--- config.mk ---
export PLATFORM = sky130hd
export DESIGN_NAME = cbte_engine
export DESIGN_NICKNAME = d
export VERILOG_FILES = /design/src/design/can_block_transfer_engine_top_defines.svh /design/src/design/cbte_pkg.sv /design/src/design/cbte_engine.sv
export SDC_FILE = /design/constraint.sdc
export NUM_CORES = 1
export LEC_CHECK = 0
export ABC_AREA = 1
export BUFFER_PORTS_ARGS = -buffer_cell sky130_fd_sc_hd__buf_2
export CAP_MARGIN = 5
export CORE_MARGIN = 5
export CORE_UTILIZATION = 53
export CTS_BUF_LIST = sky130_fd_sc_hd__clkbuf_8
export CTS_CLUSTER_DIAMETER = 120
export CTS_CLUSTER_SIZE = 40
export DETAILED_ROUTE_END_ITERATION = 10
export PLACE_DENSITY = 0.79
export SETUP_SLACK_MARGIN = 0.2
export SYNTH_ARGS = -nofsm -noshare
export SYNTH_HDL_FRONTEND = slang
export SYNTH_SLANG_ARGS = --single-unit
--- constraint.sdc ---
create_clock -name aclk -period 5.6 [get_ports aclk]
set_input_delay 0.56 -clock aclk [delete_from_list [all_inputs] [get_ports aclk]]
set_output_delay 0.56 -clock aclk [all_outputs]
set_load 0.05 [all_outputs]
--- src/design/can_block_transfer_engine_top_defines.svh ---
// ----------------------------------------------------------------------------
// Block transfer engine assertion macros
// Concurrent assertion wrappers that are compiled out for synthesis.
// ----------------------------------------------------------------------------
`ifndef CAN_BLOCK_TRANSFER_ENGINE_TOP_DEFINES_SVH
`define CAN_BLOCK_TRANSFER_ENGINE_TOP_DEFINES_SVH
`ifndef SYNTHESIS
`define CBTE_ASSERT_IMPL(lbl, clk, rstn, ante, cons, msg) \
    lbl: assert property (@(posedge clk) disable iff (!rstn) (ante) |-> (cons)) \
        else $error(msg);
`define CBTE_ASSERT_NEXT(lbl, clk, rstn, ante, cons, msg) \
    lbl: assert property (@(posedge clk) disable iff (!rstn) (ante) |=> (cons)) \
        else $error(msg);
`else
`define CBTE_ASSERT_IMPL(lbl, clk, rstn, ante, cons, msg)
`define CBTE_ASSERT_NEXT(lbl, clk, rstn, ante, cons, msg)
`endif
`endif

--- src/design/cbte_pkg.sv ---
// ----------------------------------------------------------------------------
// Block transfer engine package
// Shared constants, codes and transfer types.
// ----------------------------------------------------------------------------
package cbte_pkg;

    localparam int REQUEST_DEPTH = 4096;
    localparam int ADDR_W = $clog2(REQUEST_DEPTH);
    localparam int CNT_W = $clog2(REQUEST_DEPTH + 1);

    localparam logic [30:0] ID_FIRST = 31'h40000000;
    localparam logic [30:0] ID_LAST = 31'h20000000;
    localparam logic [30:0] ID_REPLY = 31'h10000000;
    localparam logic [30:0] ID_WRITE = 31'h08000000;

    localparam logic [1:0] OP_LOAD = 2'd0;
    localparam logic [1:0] OP_START = 2'd1;
    localparam logic [1:0] OP_REPLY = 2'd2;

    localparam logic [1:0] PH_IDLE = 2'd0;
    localparam logic [1:0] PH_WRITE = 2'd1;
    localparam logic [1:0] PH_READ = 2'd2;

    localparam logic [1:0] CFG_BUS_REQ = 2'd0;
    localparam logic [1:0] CFG_BUS_REP = 2'd1;
    localparam logic [1:0] CFG_CAPACITY = 2'd2;

    localparam logic [4:0] STATUS_OK = 5'd0;
    localparam logic [4:0] STATUS_LINK = 5'd1;
    localparam logic [4:0] STATUS_BAD_TYPE = 5'd2;
    localparam logic [4:0] STATUS_W_NOT_REPLY = 5'd3;
    localparam logic [4:0] STATUS_W_DIR = 5'd4;
    localparam logic [4:0] STATUS_W_ERR = 5'd5;
    localparam logic [4:0] STATUS_W_ABORT = 5'd6;
    localparam logic [4:0] STATUS_W_NOT_NXT = 5'd7;
    localparam logic [4:0] STATUS_W_WRITE = 5'd8;
    localparam logic [4:0] STATUS_W_NOT_FIRST = 5'd9;
    localparam logic [4:0] STATUS_W_OVERFLOW = 5'd10;
    localparam logic [4:0] STATUS_R_NOT_REPLY = 5'd11;
    localparam logic [4:0] STATUS_R_WRITE = 5'd12;
    localparam logic [4:0] STATUS_R_ERR = 5'd13;
    localparam logic [4:0] STATUS_R_ABORT = 5'd14;
    localparam logic [4:0] STATUS_R_NXT = 5'd15;
    localparam logic [4:0] STATUS_R_FIRST = 5'd16;
    localparam logic [4:0] STATUS_R_OVERFLOW = 5'd17;

    typedef struct packed {
        logic [1:0]  operation;
        logic [1:0]  block_type;
        logic [8:0]  node_address;
        logic [7:0]  source_node;
        logic [20:0] data_type;
        logic [12:0] data_count;
        logic [7:0]  data_byte;
        logic [30:0] frame_id;
        logic [3:0]  frame_len;
        logic [63:0] frame_data;
        logic [2:0]  link_error;
    } in_t;

    typedef struct packed {
        logic        send_valid;
        logic [30:0] send_id;
        logic [3:0]  send_len;
        logic [63:0] send_data;
        logic [3:0]  deliver_len;
        logic [63:0] deliver_data;
        logic        done_res;
        logic [4:0]  status;
        logic [2:0]  link_code;
        logic [15:0] reply_total;
    } out_t;

    typedef struct packed {
        logic              we;
        logic [ADDR_W-1:0] waddr;
        logic [7:0]        wdata;
        logic              re;
        logic [ADDR_W-1:0] raddr;
    } ram_req_t;

endpackage

--- src/design/cbte_engine.sv ---
// ----------------------------------------------------------------------------
// Block transfer engine sequencer
// Decodes items, checks replies and gathers request bytes from the buffer.
// ----------------------------------------------------------------------------
module cbte_engine (
    input  logic                 aclk,
    input  logic                 aresetn,
    input  logic                 cfg_we,
    input  logic [1:0]           cfg_index,
    input  logic [15:0]          cfg_wdata,
    input  logic                 in_valid,
    input  cbte_pkg::in_t        in_data,
    output logic                 in_ready,
    input  logic                 slot_free,
    output logic                 res_valid,
    output cbte_pkg::out_t       res_data,
    output cbte_pkg::ram_req_t   ram_req,
    input  logic [7:0]           ram_rdata
);

    localparam logic S_IDLE = 1'b0;
    localparam logic S_GATHER = 1'b1;

    logic state_reg, state_next;
    logic [1:0] phase_reg, phase_next;
    logic [cbte_pkg::CNT_W-1:0] lp_reg, lp_next;
    logic [cbte_pkg::CNT_W-1:0] rem_reg, rem_next;
    logic [cbte_pkg::CNT_W-1:0] total_reg, total_next;
    logic [30:0] sid_reg, sid_next;
    logic [15:0] rc_reg, rc_next;
    logic bus_req_reg, bus_rep_reg;
    logic [15:0] cap_reg;
    logic [cbte_pkg::ADDR_W-1:0] g_addr_reg, g_addr_next;
    logic [3:0] g_left_reg, g_left_next;
    logic [2:0] g_pos_reg, g_pos_next;
    logic g_pend_reg, g_pend_next;
    cbte_pkg::out_t g_res_reg, g_res_next;

    always_comb begin
        logic accept;
        logic [7:0] wr_byte;
        logic [3:0] hlen;
        logic [3:0] room;
        logic [3:0] take;
        logic [cbte_pkg::CNT_W-1:0] cnt;
        logic [cbte_pkg::CNT_W-1:0] left;
        logic [30:0] id;
        logic [63:0] hdr;
        logic [1:0] fl;
        logic rep, rwr, swr, z;
        logic is_err, is_abo, is_nxt, is_end, is_opening, is_last;
        logic [3:0] len8;
        logic overflow;
        logic [63:0] dd;
        logic [4:0] code;
        logic fin;
        logic do_chunk, do_take;
        logic [3:0] n;

        state_next = state_reg;
        phase_next = phase_reg;
        lp_next = lp_reg;
        rem_next = rem_reg;
        total_next = total_reg;
        sid_next = sid_reg;
        rc_next = rc_reg;
        g_addr_next = g_addr_reg;
        g_left_next = g_left_reg;
        g_pos_next = g_pos_reg;
        g_pend_next = g_pend_reg;
        g_res_next = g_res_reg;
        res_data = '0;
        res_valid = 1'b0;
        ram_req = '0;
        accept = (state_reg == S_IDLE) && slot_free && in_valid;
        wr_byte = in_data.block_type[0] ? 8'h40 : 8'h00;
        hlen = 4'd1;
        hdr = '0;
        cnt = '0;
        room = '0;
        take = '0;
        left = '0;
        id = '0;
        fl = in_data.frame_id[30:29];
        rep = in_data.frame_id[28];
        rwr = in_data.frame_id[27];
        swr = sid_reg[27];
        z = (in_data.frame_len == 4'd0);
        is_err = z && (fl == 2'b01);
        is_abo = z && (fl == 2'b10);
        is_nxt = z && (fl == 2'b00);
        is_end = z && (fl == 2'b11);
        is_opening = !z && fl[1];
        is_last = !z && fl[0];
        len8 = (in_data.frame_len > 4'd8) ? 4'd8 : in_data.frame_len;
        overflow = ({1'b0, rc_reg} + 17'(len8)) > {1'b0, cap_reg};
        dd = '0;
        for (int i = 0; i < 8; i++) begin
            if (4'(i) < len8) begin
                dd[i*8 +: 8] = in_data.frame_data[i*8 +: 8];
            end
        end
        code = cbte_pkg::STATUS_OK;
        fin = 1'b0;
        do_chunk = 1'b0;
        do_take = 1'b0;
        n = (rem_reg < cbte_pkg::CNT_W'(8)) ? rem_reg[3:0] : 4'd8;

        if (state_reg == S_GATHER) begin
            if (g_pend_reg) begin
                g_res_next.send_data[g_pos_reg*8 +: 8] = ram_rdata;
                g_pos_next = g_pos_reg + 3'd1;
            end
            if (g_left_reg != 4'd0) begin
                ram_req.re = 1'b1;
                ram_req.raddr = g_addr_reg;
                g_addr_next = g_addr_reg + cbte_pkg::ADDR_W'(1);
                g_left_next = g_left_reg - 4'd1;
                g_pend_next = 1'b1;
            end else begin
                g_pend_next = 1'b0;
                if (!g_pend_reg && slot_free) begin
                    res_data = g_res_reg;
                    res_valid = 1'b1;
                    state_next = S_IDLE;
                end
            end
        end else if (accept) begin
            res_data.reply_total = rc_reg;
            case (in_data.operation)
                cbte_pkg::OP_LOAD: begin
                    if (lp_reg < cbte_pkg::CNT_W'(cbte_pkg::REQUEST_DEPTH)) begin
                        ram_req.we = 1'b1;
                        ram_req.waddr = lp_reg[cbte_pkg::ADDR_W-1:0];
                        ram_req.wdata = in_data.data_byte;
                        lp_next = lp_reg + cbte_pkg::CNT_W'(1);
                    end
                    res_valid = 1'b1;
                end
                cbte_pkg::OP_START: begin
                    lp_next = '0;
                    rc_next = '0;
                    res_data.reply_total = '0;
                    phase_next = cbte_pkg::PH_IDLE;
                    if (in_data.data_type[20:16] == 5'h1F) begin
                        hdr = {40'd0, in_data.data_type[7:0], in_data.data_type[15:8],
                               8'h1F | wr_byte};
                        hlen = 4'd3;
                    end else begin
                        hdr = {56'd0, {3'd0, in_data.data_type[4:0]} | wr_byte};
                        hlen = 4'd1;
                    end
                    if (in_data.data_type[20:16] != 5'h1F &&
                        in_data.data_type[20:16] != 5'h00) begin
                        res_data.done_res = 1'b1;
                        res_data.status = cbte_pkg::STATUS_BAD_TYPE;
                        res_valid = 1'b1;
                    end else begin
                        if (32'(in_data.data_count) > 32'(cbte_pkg::REQUEST_DEPTH)) begin
                            cnt = cbte_pkg::CNT_W'(cbte_pkg::REQUEST_DEPTH);
                        end else begin
                            cnt = cbte_pkg::CNT_W'(in_data.data_count);
                        end
                        room = 4'd8 - hlen;
                        take = (cnt < cbte_pkg::CNT_W'(room)) ? cnt[3:0] : room;
                        left = cnt - cbte_pkg::CNT_W'(take);
                        total_next = cnt;
                        rem_next = left;
                        id = cbte_pkg::ID_FIRST;
                        if (left == '0) id = id | cbte_pkg::ID_LAST;
                        if (in_data.block_type[1]) id = id | cbte_pkg::ID_REPLY;
                        if (in_data.block_type[0]) id = id | cbte_pkg::ID_WRITE;
                        id[26] = bus_req_reg;
                        id[25] = bus_rep_reg;
                        id[24] = in_data.node_address[8];
                        id[23:16] = in_data.source_node;
                        id[15:8] = in_data.node_address[7:0];
                        sid_next = id;
                        phase_next = cbte_pkg::PH_WRITE;
                        res_data.send_valid = 1'b1;
                        res_data.send_id = id;
                        res_data.send_len = hlen + take;
                        res_data.send_data = hdr;
                        if (take == 4'd0) begin
                            res_valid = 1'b1;
                        end else begin
                            g_res_next = res_data;
                            g_addr_next = '0;
                            g_left_next = take;
                            g_pos_next = hlen[2:0];
                            g_pend_next = 1'b0;
                            state_next = S_GATHER;
                        end
                    end
                end
                cbte_pkg::OP_REPLY: begin
                    if (phase_reg != cbte_pkg::PH_IDLE) begin
                        if (in_data.link_error != 3'd0) begin
                            fin = 1'b1;
                            code = cbte_pkg::STATUS_LINK;
                        end else if (phase_reg == cbte_pkg::PH_WRITE) begin
                            if (!rep) begin
                                fin = 1'b1; code = cbte_pkg::STATUS_W_NOT_REPLY;
                            end else if (rwr != swr) begin
                                fin = 1'b1; code = cbte_pkg::STATUS_W_DIR;
                            end else if (is_err) begin
                                fin = 1'b1; code = cbte_pkg::STATUS_W_ERR;
                            end else if (is_abo) begin
                                fin = 1'b1; code = cbte_pkg::STATUS_W_ABORT;
                            end else if (rem_reg != '0) begin
                                if (!is_nxt) begin
                                    fin = 1'b1; code = cbte_pkg::STATUS_W_NOT_NXT;
                                end else begin
                                    do_chunk = 1'b1;
                                end
                            end else if (is_end) begin
                                fin = 1'b1;
                            end else if (rwr) begin
                                fin = 1'b1; code = cbte_pkg::STATUS_W_WRITE;
                            end else if (!is_opening) begin
                                fin = 1'b1; code = cbte_pkg::STATUS_W_NOT_FIRST;
                            end else if (overflow) begin
                                fin = 1'b1; code = cbte_pkg::STATUS_W_OVERFLOW;
                            end else begin
                                do_take = 1'b1;
                            end
                        end else begin
                            if (!rep) begin
                                fin = 1'b1; code = cbte_pkg::STATUS_R_NOT_REPLY;
                            end else if (rwr) begin
                                fin = 1'b1; code = cbte_pkg::STATUS_R_WRITE;
                            end else if (is_end) begin
                                fin = 1'b1;
                            end else if (is_err) begin
                                fin = 1'b1; code = cbte_pkg::STATUS_R_ERR;
                            end else if (is_abo) begin
                                fin = 1'b1; code = cbte_pkg::STATUS_R_ABORT;
                            end else if (is_nxt) begin
                                fin = 1'b1; code = cbte_pkg::STATUS_R_NXT;
                            end else if (is_opening) begin
                                fin = 1'b1; code = cbte_pkg::STATUS_R_FIRST;
                            end else if (overflow) begin
                                fin = 1'b1; code = cbte_pkg::STATUS_R_OVERFLOW;
                            end else begin
                                do_take = 1'b1;
                            end
                        end
                    end
                    if (do_take) begin
                        res_data.deliver_len = len8;
                        res_data.deliver_data = dd;
                        rc_next = rc_reg + 16'(len8);
                        res_data.reply_total = rc_reg + 16'(len8);
                        if (is_last) begin
                            fin = 1'b1;
                        end else begin
                            id = sid_reg & ~(cbte_pkg::ID_FIRST | cbte_pkg::ID_LAST);
                            sid_next = id;
                            res_data.send_valid = 1'b1;
                            res_data.send_id = id;
                            phase_next = cbte_pkg::PH_READ;
                        end
                    end
                    if (fin) begin
                        res_data.done_res = 1'b1;
                        res_data.status = code;
                        if (code == cbte_pkg::STATUS_LINK) begin
                            res_data.link_code = in_data.link_error;
                        end
                        phase_next = cbte_pkg::PH_IDLE;
                    end
                    if (do_chunk) begin
                        left = rem_reg - cbte_pkg::CNT_W'(n);
                        rem_next = left;
                        id = sid_reg & ~(cbte_pkg::ID_FIRST | cbte_pkg::ID_LAST);
                        if (left == '0) id = id | cbte_pkg::ID_LAST;
                        sid_next = id;
                        res_data.send_valid = 1'b1;
                        res_data.send_id = id;
                        res_data.send_len = n;
                        g_res_next = res_data;
                        g_addr_next = cbte_pkg::ADDR_W'(total_reg - rem_reg);
                        g_left_next = n;
                        g_pos_next = 3'd0;
                        g_pend_next = 1'b0;
                        state_next = S_GATHER;
                    end else begin
                        res_valid = 1'b1;
                    end
                end
                default: begin
                    res_valid = 1'b1;
                end
            endcase
        end
    end

    assign in_ready = (state_reg == S_IDLE) && slot_free;

    always_ff @(posedge aclk) begin
        if (!aresetn) begin
            state_reg <= S_IDLE;
            phase_reg <= cbte_pkg::PH_IDLE;
            lp_reg <= '0;
            rem_reg <= '0;
            total_reg <= '0;
            sid_reg <= '0;
            rc_reg <= '0;
            bus_req_reg <= 1'b0;
            bus_rep_reg <= 1'b0;
            cap_reg <= 16'd4096;
            g_left_reg <= '0;
            g_pend_reg <= 1'b0;
        end else begin
            state_reg <= state_next;
            phase_reg <= phase_next;
            lp_reg <= lp_next;
            rem_reg <= rem_next;
            total_reg <= total_next;
            sid_reg <= sid_next;
            rc_reg <= rc_next;
            g_left_reg <= g_left_next;
            g_pend_reg <= g_pend_next;
            if (cfg_we) begin
                case (cfg_index)
                    cbte_pkg::CFG_BUS_REQ: bus_req_reg <= cfg_wdata[0];
                    cbte_pkg::CFG_BUS_REP: bus_rep_reg <= cfg_wdata[0];
                    cbte_pkg::CFG_CAPACITY: cap_reg <= cfg_wdata;
                    default: begin
                    end
                endcase
            end
        end
    end

    always_ff @(posedge aclk) begin
        g_addr_reg <= g_addr_next;
        g_pos_reg <= g_pos_next;
        g_res_reg <= g_res_next;
    end

endmodule

Word level (Yosys, flattened, before mapping)
Cells that the tools add are included.

Bits in registers: 317. Input port bits: 196. Word-level logic and storage cells: 318.

Add/sub/neg operators: 12. $lt $le $gt $ge: 14. Equality and inequality tests: 23. Shift-type cells: 2. Mux-type cells: 200. Bitwise logic cells: 3. Reduce and logical (&&, ||, !) cells: 40.

Operators by type and width (count): 2-to-1 mux 193 bit (7); one-hot mux 193 bit (2 select lines) (1); 2-to-1 mux 64 bit (3); 2-to-1 mux 157 bit (1); 2-to-1 mux 68 bit (2); 2-to-1 mux 13 bit (10); 2-to-1 mux 29 bit (4); 2-to-1 mux 100 bit (1); 2-to-1 mux 5 bit (19); 2-to-1 mux 21 bit (4); 2-to-1 mux 1 bit (80); 2-to-1 mux 12 bit (6); one-hot mux 36 bit (2 select lines) (1); bitwise mux 64 bit (1); 2-to-1 mux 32 bit (2); 2-to-1 mux 4 bit (16); 2-to-1 mux 8 bit (8); variable shift 8 x 34 -> 64 bit, first input constant (1); variable part select 8 x 34 -> 64 bit (1); 2-to-1 mux 30 bit (2); one-hot mux 29 bit (2 select lines) (1); one-hot mux 13 bit (2 select lines) (2); 2-to-1 mux 36 bit (1); negation 6 -> 34 bit (1); other kinds (59) (119).

Logic depth before layout (Yosys ltp)
Depth in word-level cells: 28. Depth in mapped cells: 31.

Least setup slack after synthesis
Ideal clock, no wire load.

Path type: input to output. Start: input port in_data[67] (netlist name). End: output port res_data[92] (netlist name). Data arrival time: 4.880 ns. Path slack: 0.160 ns. Cell stages on the path: 29. Path through: inv_1 -> nor2_1 -> ha_1 -> inv_1 -> fa_1 -> or2_1 -> a21oi_2 -> nand2_1 -> nor3_1 -> xor2_1 -> inv_1 -> ha_1 -> nand2_1 -> nand2_1 -> nand2_1 -> nand2_1 -> nand2_1 -> nand2_1 -> a21oi_1 -> nand2_1 -> nand2_1 -> nand3_2 -> a21oi_4 -> nand2_4 -> nor2_2 -> inv_2 -> nor2_2 -> inv_2 -> o21ai_0.

RTL lines: from (decl) (RTL line cbte_engine.sv:12) `input cbte_pkg::in_t in_data,`; to (decl) (RTL line cbte_engine.sv:16) `output cbte_pkg::out_t res_data,`.

==> reports/metrics.yaml <==
worst_setup_path:
  r2r_end: "g_res_reg[98]$_DFFE_PP_"
  crit_path_end_kind: "output pin"
  cpMostUsedCell: "nand2_1"
  cp_slowest_stage_delay_ns: 0.43
  cp_top_family: "simple AND/OR/NAND/NOR gates"
  cp.arrival_ns: 4.93
  critPathLaunchType: "register"
  r2r-start: "g_pos_reg[0]$_DFFE_PP_"
  crit_path_max_fanout: 10
  critical_path_class: "reg -> out"
  worst-path-buf-inv: 6
  startpoint: "rc_reg[0]$_SDFFE_PN0P_"
  worst-r2r-setup-slack_ns: 1.22
  reg2reg_depth: 8
  crit_required_ns: 5.04
  crit_slowest_cell: "dfxtp_4"
synthesis:
  postSynthAreaPerCell_sq_um: 7.72
  synth_top_cell_by_area: "edfxtp_1"
  ys_seq_elements: 300
  ys_types: 53
  synth_edf_count: 199
  synth_fa_ha_area_frac: 0.0384
  synth_warnings: 0
  synth-xor-area-share: 0.0104
  netlist.area_leader.share: 0.337
  synthCells: 2294
  ys_async_sr_fraction: 0
  synthMuxAreaShare: 0
  synth_top_family_by_area: "simple AND/OR/NAND/NOR gates"
  ys.flop_type: "edfxtp_1"
  ys_top_cells_by_area: "edfxtp_1 34%, dfxtp_1 11%, nand2_1 10%, nor2_1 6.8%, inv_1 6.7%"
  synth.yosys.seq_area_share: 0.452
  yosys.area_share.simple: 0.253
  synth_area_sq_um: 17700
  synth_compound_area_frac: 0.149
sta:
  finalCritPeriodShare: 0.981
  setup_viol: 0
  period_needed_ns: 5.49
  fin_setup_tns_ns: 0
  tightest_slew_ns: 1.25
  fin_skew_ns: 0.0396
  setup_ws_ns: 0.105
  fmax_mhz: 182
  hold_viol: 0
  rsz0062_at_grt: "true"
  finalMaxSlewViolations: 0
  maxSlewHeadroom: 0.165
layout:
  final_nets: 2896
  final_common_cell: "nand2_1"
  regArea_sq_um: 8000
  area_delta_synth_final_pct: 24.1
  mostFrequentLayoutCells: "461 x nand2_1, 315 x inv_1, 281 x buf_2"
  finish.utilization: 0.660
  multiInputGateArea_sq_um: 8690
  drive_gt1_frac: 0.239
  fill_cells: 2781
  largest_reg_flops: 184
detailed_routing:
  wirelength_microns: 55600
  ant_nets: 0
  drt-pass1-iter-count: 5
  remaining_drc_errors: 0
  drt_iter0_markers: 1681
  vias: 17367
  drt-wirelength-per-cell_microns: 17.9
  avgViaCountPerCell: 5.60
cts:
  cts_made_buffers: 11
  clockRootBuffer: "clkbuf_8"
  cts.sinks: 300
  cts.htree.levels: 1
  cts_max_path_buffers: 3
  cts_tree: "yes"
  clk_pin_slew_ns: 0.25
  worst_skew_pair.late_latency_ns: 0.60
global_routing:
  grt_pass1_vias: 16174
  gr-max-usage-layer: "met2"
  grt-ovfl-total: 0
  global_route.usage.met3: 0.0416
  met2_usage: 0.452
  antenna_found_initial: 3
  grt_pass1_wl_microns: 82800
  grt_usage: 0.273
  grt_max_degree: 145
  met1_usage: 0.372
power_and_ir_drop:
  vdd_drop_max_v: 0.000184
  power.leakage_nw: 9.69
  power_density_nw_per_um2: 183
placement:
  io_buffers: 389
  place_ws_ns: -0.00580
  hpwl_microns: 38800
  place.gp.congestion: 0.949
floorplan:
  rows: 67
  die_h_microns: 193
  start_util: 0.532
  pin_count: 425
  die_w_microns: 193
  fp.dieArea_sq_um: 37200
  core_sq_um: 33300
min_path:
  hold_depth: 3
  min_to: "cap_reg[12]$_SDFFE_PN1P_"
  hold_start: "cfg_wdata[12]"
  holdCritPathClass: "in -> reg"
outcome:
  status: "finished clean"
flow_run:
  maxCapViolCount: 0
-- worst max path at each step --
| stage | cells after the start | to |
|---|---|---|
| CTS | 27 | res_data[6] |
| global route | 28 | res_data[42] |
| detailed placement | 30 | res_data[83] |
| global placement | 32 | res_data[83] |
| finish | 28 | res_data[42] |
| floorplan | 28 | res_data[180] |
-- final cells by class --
type | instances | share of cell area
tap | 448 | 0.0255
clock buffer | 11 | 0.00689
antenna | 3 | 0.000342
sequential | 300 | 0.364
timing repair buffer | 446 | 0.148
multi-input combinational | 1560 | 0.396
inverter | 329 | 0.0569
clock inverter | 6 | 0.00279
-- metal layers --
| layer | vias up | part of all wire |
|---|---|---|
| met3 | 110 | 0.084 |
| met4 | 2 | 0.030 |
| met2 | 793 | 0.48 |
| met1 | 8151 | 0.41 |
| li1 | 8311 | - |
| met5 | - | 0.00023 |
-- synth_stat cells (4+ instances only) --
library cell  instances
nor4_1               18
o21bai_1             24
nand2_1             480
nor2_4               12
o21ai_0             141
buf_4                 9
a21oi_1             113
buf_1                 7
nand2_2               4
nand4_1              53
buf_2                10
clkbuf_1             84
fa_1                  4
ha_1                 48
nor2_1              322
xor2_1               16
inv_2                 8
o211ai_1             12
or2_2                 5
nor2_2                6
clkinv_1              6
edfxtp_1            199
nand3_1              97
a211oi_1             25
inv_1               314
nor3_1               40
o22ai_1              26
a22o_1               64
a31oi_1               7
xnor2_1               5
dfxtp_1             101
-- metrics by stage --
step | cell area (sq um) | total power, mW | instances | hold slack (ns)
finish | 22000 | 4.03 | 3103 | 0.215
CTS | 20600 | 3.99 | 3072 | 0.183
global placement | 20000 | 3.08 | 3049 | 0.454
floorplan | 17700 | 2.89 | 2301 | 0.435
global route | 22000 | 4.20 | 3102 | 0.190
detailed placement | 20000 | 3.10 | 3049 | 0.465
-- where the power goes --
group,internal (mW),switching [mW],leakage (nW)
sequential,2.40,0.0257,2.58
clock,0.241,0.680,0.122
combinational,0.213,0.468,6.99
total,2.86,1.17,9.69
-- logic make-up (layout without fill, tap and decap cells) --
logic type | count (synthesis) | after routing
and+or+nand+nor | 1049 | 1049
buffers and inverters | 441 | 792
AOI/OAI and AO/OA | 429 | 429
DFF | 300 | 300
adders and majority gates | 52 | 52
xor gates and xnor gates | 21 | 21
other | 2 | 12
-- tightest hold or removal path, cell delays in order --
cell,delay (ns)
buf_2,0.09
nand2_1,0.05
o211ai_1,0.07
-- repair_timing --
| action | in CTS | in global routing |
|---|---|---|
| cloned | 0 | 8 |
| endpoints found under the hold margin | 0 | 0 |
| setup endpoints to repair | 111 | 114 |
| pin swaps | 9 | 36 |
| buffers inserted | 6 | 19 |
| hold buffers | 0 | 0 |
| gates resized for setup | 114 | 313 |
No activity file was read; power rests on OpenSTA's default activity.
